==> config.mk <==
export PLATFORM = sky130hd
export DESIGN_NAME = mrse_ctrl
export DESIGN_NICKNAME = d
export VERILOG_FILES = /design/src/hw/rtl/mrse_pkg.sv /design/src/hw/rtl/mrse_ctrl.sv
export SDC_FILE = /design/constraint.sdc
export NUM_CORES = 1
export LEC_CHECK = 0
export BUFFER_PORTS_ARGS = -buffer_cell sky130_fd_sc_hd__buf_2
export CAP_MARGIN = 20
export CORE_AREA = 5 5 42 44
export DETAILED_ROUTE_END_ITERATION = 7
export DIE_AREA = 0 0 47 49
export PLACE_DENSITY = 0.51
export SYNTH_ARGS = -nofsm -noshare
export SYNTH_HDL_FRONTEND = slang
export SYNTH_SLANG_ARGS = --single-unit
==> constraint.sdc <==
create_clock -name clk -period 1.73 [get_ports clk]
set_input_delay 0.346 -clock clk [delete_from_list [all_inputs] [get_ports clk]]
set_output_delay 0.346 -clock clk [all_outputs]
set_load 0.1 [all_outputs]
==> src/hw/rtl/mrse_pkg.sv <==
// ----------------------------------------------------------------------------
// mrse_pkg
// Shared types, codes and helpers for the multichannel random slew engine.
// ----------------------------------------------------------------------------
package mrse_pkg;

    localparam logic [16:0] ONE_FX = 17'h10000;

    typedef enum logic [1:0] {
        CMD_INIT    = 2'd0,
        CMD_RAND    = 2'd1,
        CMD_CAPTURE = 2'd2,
        CMD_TICK    = 2'd3
    } cmd_code_t;

    localparam logic [1:0] REG_RAND_DEPTH = 2'd0;
    localparam logic [1:0] REG_SLEW_STEPS = 2'd1;
    localparam logic [1:0] REG_FREEZE     = 2'd2;
    localparam logic [1:0] REG_FORCE      = 2'd3;

    typedef enum logic [3:0] {
        S_IDLE,
        S_READ,
        S_EVAL,
        S_RMUL,
        S_RFIN,
        S_BM1,
        S_BM2,
        S_BSUM,
        S_DIV,
        S_BDONE,
        S_WB
    } state_t;

    typedef struct packed {
        logic idle;
        logic eval;
        logic rmul;
        logic rfin;
        logic bm1;
        logic bm2;
        logic bsum;
        logic dstep;
        logic bdone;
        logic commit;
    } dp_cmd_t;

    typedef struct packed {
        logic in_valid;
        logic is_rand;
        logic need_blend;
        logic more_blend;
        logic div_last;
        logic out_free;
    } dp_sts_t;

    function automatic logic [16:0] sat_one(input logic [16:0] v);
        return (v > ONE_FX) ? ONE_FX : v;
    endfunction

endpackage

==> src/hw/rtl/mrse_ctrl.sv <==
// ----------------------------------------------------------------------------
// mrse_ctrl
// Sequencer: read, evaluate, multiply/divide steps, commit.
// ----------------------------------------------------------------------------
module mrse_ctrl (
    input  logic              clk,
    input  logic              rst_n,
    input  mrse_pkg::dp_sts_t sts,
    output mrse_pkg::dp_cmd_t cmd
);

    mrse_pkg::state_t state_reg;
    mrse_pkg::state_t state_next;

    always_ff @(posedge clk or negedge rst_n)
    begin
        if (!rst_n)
        begin
            state_reg <= mrse_pkg::S_IDLE;
        end
        else
        begin
            state_reg <= state_next;
        end
    end

    always_comb
    begin
        state_next = state_reg;
        case (state_reg)
            mrse_pkg::S_IDLE:
            begin
                if (sts.in_valid)
                begin
                    state_next = mrse_pkg::S_READ;
                end
            end
            mrse_pkg::S_READ:  state_next = mrse_pkg::S_EVAL;
            mrse_pkg::S_EVAL:
            begin
                if (sts.is_rand)
                begin
                    state_next = mrse_pkg::S_RMUL;
                end
                else if (sts.need_blend)
                begin
                    state_next = mrse_pkg::S_BM1;
                end
                else
                begin
                    state_next = mrse_pkg::S_WB;
                end
            end
            mrse_pkg::S_RMUL:  state_next = mrse_pkg::S_RFIN;
            mrse_pkg::S_RFIN:  state_next = mrse_pkg::S_WB;
            mrse_pkg::S_BM1:   state_next = mrse_pkg::S_BM2;
            mrse_pkg::S_BM2:   state_next = mrse_pkg::S_BSUM;
            mrse_pkg::S_BSUM:  state_next = mrse_pkg::S_DIV;
            mrse_pkg::S_DIV:
            begin
                if (sts.div_last)
                begin
                    state_next = mrse_pkg::S_BDONE;
                end
            end
            mrse_pkg::S_BDONE:
            begin
                state_next = sts.more_blend ? mrse_pkg::S_BM1 : mrse_pkg::S_WB;
            end
            mrse_pkg::S_WB:
            begin
                if (sts.out_free)
                begin
                    state_next = mrse_pkg::S_IDLE;
                end
            end
            default: state_next = mrse_pkg::S_IDLE;
        endcase
    end

    always_comb
    begin
        cmd        = '0;
        cmd.idle   = (state_reg == mrse_pkg::S_IDLE);
        cmd.eval   = (state_reg == mrse_pkg::S_EVAL);
        cmd.rmul   = (state_reg == mrse_pkg::S_RMUL);
        cmd.rfin   = (state_reg == mrse_pkg::S_RFIN);
        cmd.bm1    = (state_reg == mrse_pkg::S_BM1);
        cmd.bm2    = (state_reg == mrse_pkg::S_BM2);
        cmd.bsum   = (state_reg == mrse_pkg::S_BSUM);
        cmd.dstep  = (state_reg == mrse_pkg::S_DIV);
        cmd.bdone  = (state_reg == mrse_pkg::S_BDONE);
        cmd.commit = (state_reg == mrse_pkg::S_WB) && sts.out_free;
    end

endmodule

# After elaboration in Yosys (flattened, before gate mapping)
# Cells that the tools add are included.
word_totals:
  regBits: 4
  out_inout_bits: 10
  word_cells: 24
op_classes:
  eq_ne: 13
  mux: 7
  n_reduce_logical: 3
ops:
  columns: ["cell", "count"]
  rows:
  - ["4-bit one-hot mux with 11 select lines", 1]
  - ["4-bit two-way mux", 6]
  - ["4-bit by 3-bit equality test with 1-bit output, second input constant", 4]
  - ["4-bit equality test, second input constant", 3]
  - ["4-bit by 2-bit equality test with 1-bit output, second input constant", 2]
  - ["2-bit inequality test, second input constant", 3]
  - ["4-bit by 1-bit equality test with 1-bit output, second input constant", 1]
  - ["4-bit zero test", 1]
  - ["3-bit AND reduction", 1]
  - ["1-bit logical AND", 1]

# Logic depth before layout (Yosys ltp)
# Gate-level depths: netlist (run 1).
logic_depth:
  depth_word: 3
  depth_mapped: 5
  mapped_depth_nobuf: 4

# Least setup slack after synthesis (run 1)
# Ideal clock, no wire load.
synth_path:
  path_kind: "register to output"
  start: "register state_reg[0]"
  end: "output port cmd[9] (netlist name)"
  arrival_time_ns: 3.503
  path_slack_ns: -2.119
  stages_incl_launch_ff: 3
  n_path_buf: 1
  path_cell_list: "dfrtp_1 > buf_2 > nor4_1"
synth_lines:
  columns: ["item", "line", "text"]
  rows:
  - ["from (decl)", "mrse_ctrl.sv:12", "mrse_pkg::state_t state_reg;"]
  - ["from (signal assigned)", "mrse_ctrl.sv:19", "state_reg <= mrse_pkg::S_IDLE;"]
  - ["from (signal assigned)", "mrse_ctrl.sv:23", "state_reg <= state_next;"]
  - ["to (decl)", "mrse_ctrl.sv:9", "output mrse_pkg::dp_cmd_t cmd"]

==> impl_results.md, run 1 <==
- Run status: finished, final reports clean
- Critical path required time: 1.38 ns
- Non-Filler Instances: 109
- Power Density: 2150 nW/um2
- Leakage: 0.394 nW
- Unrepaired setup endpoints after global routing: yes
- Core Rows: 14
- R2r setup slk: 0.29 ns
- Fmax: 587 MHz
- Clock insertion delay at the later pin of the skew report: 0.24 ns
- Total power draw: 2.02 mW
- Design Area, Final: 941 um2
- Most frequent cells in the layout: 12 x buf_12, 12 x buf_4, 7 x buf_2
- Vias: 541
- Clock skew: 0.00512 ns
- Synth-to-layout area growth: 142%
- Finish-stage setup viols: 0
- Syn_nets: 67
- Reg2reg start: state_reg[3]$_DFFE_PN0P_
- Post-DP Area: 800 um2
- Dominant cell type by area after synthesis: dfrtp_1
- Number of global-route vias before repair: 512
- Hold Crit Class: in -> async
- Max incr delay on CP: 0.42 ns
- Area of the multi-input gates: 372 um2
- Synthesized area: 389 um2
- Switching power: 1.10 mW
- Root Driver: clkbuf_4
- Max reg flops: 4
- Synth cell types: 21
- Switching share of power: 54.4%
- Synth warn: 0
- Worst-path maximum fanout: 5
- FILL cells: 121
- Starting DRC count in detailed routing: 10
- Comb pwr share: 83.7%
- Worst vdd ir: 1.25 mV
- Critical path's slowest cell: dfrtp_1
- Post-synthesis register bit count: 4
- DP Cell Count: 96
- Overall track demand over capacity in global routing: 14.5%
- Layout Nets: 103
- Die area: 2300 um2
- Longest Clk Path Bufs: 2
- DIE HEIGHT: 49 um
- CTS Buf Count: 3
- Clock sink count: 4
- Final hold violation count: 0
- Core area: 1400 um2
- Crit path buf inv count: 2
- Antenna-violating nets left: 0
- Post-DP HPWL: 1.05 mm
- WS Path Type: reg -> out
- Max transition margin: 82.5%
- IO Count: 18
- Post-synth top area share: 25.7%
- Crit path cell chain: buf_6 -> nor4_4 -> buf_12
- Sequential cell area: 103 um2
- Fin. max-slew vios: 0
- Total of max-cap violations: 0
- H-tree depth: 1
- Leading post-synthesis cells by cell area: dfrtp_1 26%, nor2_1 7.7%, nand2_1 6.8%
- # DRC: 0
- Crit path from: state_reg[2]$_DFFE_PN0P_
- Final core occ: 67.1%
- Final WL: 1.47 mm
- Setup crit start kind: register
- Initial antenna violation count: 0
- P_int: 0.921 mW
- Fin crit period: 1.70 ns
- CTS tree: built
- Mapped Avg Cell Area: 6.60 um2
- Via-per-instance ratio: 4.96
- Crit-path leading delay family: flip-flops
- Port Buf Inserts: 17
- Syn Inst Count: 59
- Clock share of power: 6.0%
- WL/cell: 13.4 um
- Sequential share of the synthesized area: 25.7%
- Share of cells above drive strength 1: 58.1%
- First-pass DRT Iterations: 4
- Worst slew pin tran: 0.260 ns
- Initial Util: 27.8%
- Final worst-path cycle share: 98.5%
- GPL Wtd Cong: 0.836
- Largest net degree at the start of global routing: 14
- Reg power frac: 10.2%
- Endpoint type of the worst setup path: output port
- Die width: 47 um
- First-pass GRT wire length: 2.43 mm
- Ant diodes: 0
- CTS clock-pin slew for the worst setup and hold paths: 0.04 ns
- WP data arrival: 1.36 ns
- Total grt overflow: 0
-- metal layers --
layer  GRT usage [%]  up-vias  routed length (um)
met4            5.53        0                  21
met1            19.6      248                 658
met2            20.8       13                 713
met3            4.80        3                  73
met5               0        -                   0
li1                -      277                   -
-- power groups by stage --
| stage | registers, mW | clock network [mW] | logic (mW) |
|---|---|---|---|
| finish | 0.207 | 0.122 | 1.69 |
| global route | 0.213 | 0.137 | 1.80 |
| floorplan | 0.188 | 0 | 1.05 |
| CTS | 0.202 | 0.128 | 1.60 |
| detailed placement | 0.210 | 0 | 1.50 |
| global placement | 0.210 | 0 | 1.49 |
-- metrics by stage --
step	setup slack, ns	TNS [ns]	hold slack (ns)
2_1_floorplan	-0.262	-0.752	0.0504
3_3_place_gp	0.200	0	0.152
3_5_place_dp	0.204	0	0.154
4_1_cts	0.0115	0	0.429
5_1_grt	-0.0338	-0.0753	0.439
6_report	0.0261	0	0.427
-- cell type report --
| type | count | share of cell area, % |
|---|---|---|
| repair buffers | 35 | 43.5 |
| multi-input cells | 47 | 39.5 |
| flip-flops and latches | 4 | 10.9 |
| clock buffers | 3 | 2.39 |
| well taps | 16 | 2.13 |
| inverters | 4 | 1.60 |
-- final timing paths --
kind,endpoint,cells past startpoint
setup / recovery,cmd[9],3
hold / removal,state_reg[2]$_DFFE_PN0P_,2
setup reg to reg,state_reg[0]$_DFFE_PN0P_,5
hold reg to reg,state_reg[2]$_DFFE_PN0P_,2
max in group asynchronous,state_reg[1]$_DFFE_PN0P_,2
min in group clk,state_reg[2]$_DFFE_PN0P_,4
-- cell families (layout without fill, tap and decap cells) --
logic type                after synthesis  count (layout)  synth area share (%)
xor gates and xnor gates                1               1                  2.25
buffers and inverters                   8              42                  9.00
DFF                                     4               4                  25.7
and+or+nand+nor                        28              28                  36.0
AOI/OAI and AO/OA                      18              18                  27.0
-- cells in the mapped netlist --
| cell | count |
|---|---|
| o31a_1 | 1 |
| nand2_1 | 7 |
| or3_1 | 1 |
| nor4_1 | 3 |
| nor2b_1 | 2 |
| o21ai_1 | 2 |
| o21ai_0 | 5 |
| xor2_1 | 1 |
| nor2_1 | 8 |
| a21boi_1 | 1 |
| o22ai_1 | 1 |
| nor3_1 | 4 |
| nand2b_4 | 1 |
| o2111ai_1 | 1 |
| dfrtp_1 | 4 |
| inv_1 | 4 |
| a21oi_1 | 5 |
| a31oi_1 | 1 |
| buf_2 | 4 |
| o21a_1 | 1 |
| nand2b_1 | 2 |
-- repair_timing --
item	CTS	global route
setup buffers	4	5
hold endpoints to repair	4	0
endpoints found under the setup margin	4	5
gates cloned	0	0
hold buffers	1	0
gates resized for setup	4	5
pin swaps	1	4
No activity file was read; power rests on OpenSTA's default activity.
==> run 2, diff against run 1 <==
CAP_MARGIN = 25   (was 20)
CTS_BUF_LIST = sky130_fd_sc_hd__clkbuf_8   (was unset)
clock period = 1.8 ns   (was 1.73 ns; I/O delays follow)
==> run 2 against run 1 <==
  * Critical path depth unchanged
  * Non-clock buffer count is 12 lower
  * First-iteration DRC count rose by 20%
  * Core utilization decreased by 10 points
  * Sequential cell count unchanged
  * Sequential share of layout area grew 2.0 points
  * Via count is 8.7% lower
  * Critical endpoint unchanged
  * Design area fell by 16%
  * Global-route usage shrank 3.5 points
==> impl_results.md, run 2 (same netlist as run 1, synthesis figures left out) <==
- Synth-to-layout area growth: 104%
- DIE HEIGHT: 49 um
- Layout Nets: 91
- WL/cell: 11.6 um
- Critical path required time: 1.44 ns
- Commonest non-fill, non-tap cell in the layout: buf_12
- Initial antenna violation count: 0
- Final WL: 1.13 mm
- Largest net degree at the start of global routing: 14
- Clock sink count: 4
- Final core occ: 56.7%
- Clock skew: 0.00140 ns
- Initial Util: 27.8%
- Total of max-cap violations: 0
- Total grt overflow: 0
- Most frequent cells in the layout: 10 x buf_12, 7 x nand2_1, 7 x buf_2
- Core area: 1400 um2
- CTS Buf Count: 3
- Finish-stage setup viols: 0
- Crit path from: state_reg[0]$_DFFE_PN0P_
- Max reg flops: 4
- Fmax: 575 MHz
- Share of cells above drive strength 1: 48.1%
- Critical path's slowest cell: dfrtp_2
- Number of global-route vias before repair: 437
- Reg2reg start: state_reg[1]$_DFFE_PN0P_
- Die width: 47 um
- GPL Wtd Cong: 0.823
- Max incr delay on CP: 0.44 ns
- Longest Clk Path Bufs: 2
- Setup crit start kind: register
- Run status: finished, final reports clean
- Core Rows: 14
- Fin. max-slew vios: 0
- Fin crit period: 1.74 ns
- Post-DP HPWL: 935 um
- First-pass DRT Iterations: 4
- Clock insertion delay at the later pin of the skew report: 0.21 ns
- Post-CTS setup buffer count: 0
- Crit-path leading delay family: flip-flops
- Die area: 2300 um2
- Max transition margin: 81.9%
- # DRC: 0
- Final worst-path cycle share: 96.7%
- Unrepaired setup endpoints after global routing: yes
- Crit path buf inv count: 2
- Worst-path maximum fanout: 9
- IO Count: 18
- CTS clock-pin slew for the worst setup and hold paths: 0.03 ns
- DP Cell Count: 93
- WS Path Type: reg -> out
- Overall track demand over capacity in global routing: 11.0%
- CTS tree: built
- Root Driver: clkbuf_8
- Non-Filler Instances: 97
- Crit path cell chain: buf_4 -> nor4_4 -> buf_12
- Final hold violation count: 0
- Endpoint type of the worst setup path: output port
- First-pass GRT wire length: 1.90 mm
- Worst slew pin tran: 0.272 ns
- WP data arrival: 1.38 ns
- Starting DRC count in detailed routing: 12
- Antenna-violating nets left: 0
- Via-per-instance ratio: 5.09
- H-tree depth: 1
- Hold Crit Class: in -> async
- Ant diodes: 0
- Port Buf Inserts: 17
- Vias: 494
-- run 2: worst reg2reg max path, delay by kind of cell, from the launching register on --
family | cells | cell delay, ns
and+or+nand+nor | 2 | 0.59
AOI/OAI and AO/OA | 2 | 0.29
DFF | 1 | 0.50
-- run 2: per-stage QoR --
step / setup TNS (ns) / instance area [um2] / setup slack, ns / hold slack (ns)
after floorplan: -1.06 / 468 / -0.375 / 0.0644
after CTS: 0 / 793 / 0.0232 / 0.471
final: 0 / 795 / 0.0600 / 0.478
after detailed placement: 0 / 741 / 0.162 / 0.166
after global placement: 0 / 741 / 0.222 / 0.166
after global routing: -0.0000328 / 795 / -0.0000328 / 0.479
-- run 2: metal layers --
metal  up-vias  GRT usage, %  routed length (um)
li1        250             -                   -
met1       235          15.1                 503
met2         9          16.3                 571
met3         0          2.21                  51
met4         0          4.15                   0
met5         -             0                   0
-- run 2: path summary, 6_finish.rpt --
| check | slack [ns] | endpoint | cells past startpoint |
|---|---|---|---|
| worst max-delay path | 0.06 | cmd[9] | 3 |
| worst min-delay path | 0.48 | state_reg[3]$_DFFE_PN0P_ | 2 |
| worst max register to register | 0.32 | state_reg[0]$_DFFE_PN0P_ | 4 |
| worst min register to register | 0.68 | state_reg[1]$_DFFE_PN0P_ | 2 |
| max in group asynchronous | 1.19 | state_reg[0]$_DFFE_PN0P_ | 2 |
| min in group clk | 0.53 | state_reg[1]$_DFFE_PN0P_ | 4 |
-- run 2: repair_timing --
item / in CTS / in global routing
setup endpoints to repair: 4 / 4
gates resized for setup: 1 / 1
hold endpoints to repair: 4 / 0
hold buffers: 1 / 0
-- run 2: cell type report --
type                    count  area (um2)
flip-flops and latches      4         103
inverters                   4        15.0
well taps                  16        20.0
clock buffers               3        41.3
multi-input cells          47         333
repair buffers             23         283
fillers                   136         607
Power of run 2 is left out: the tool's default activity adds up to more than one toggle a clock period on the data nets, which glitch-free logic cannot reach.
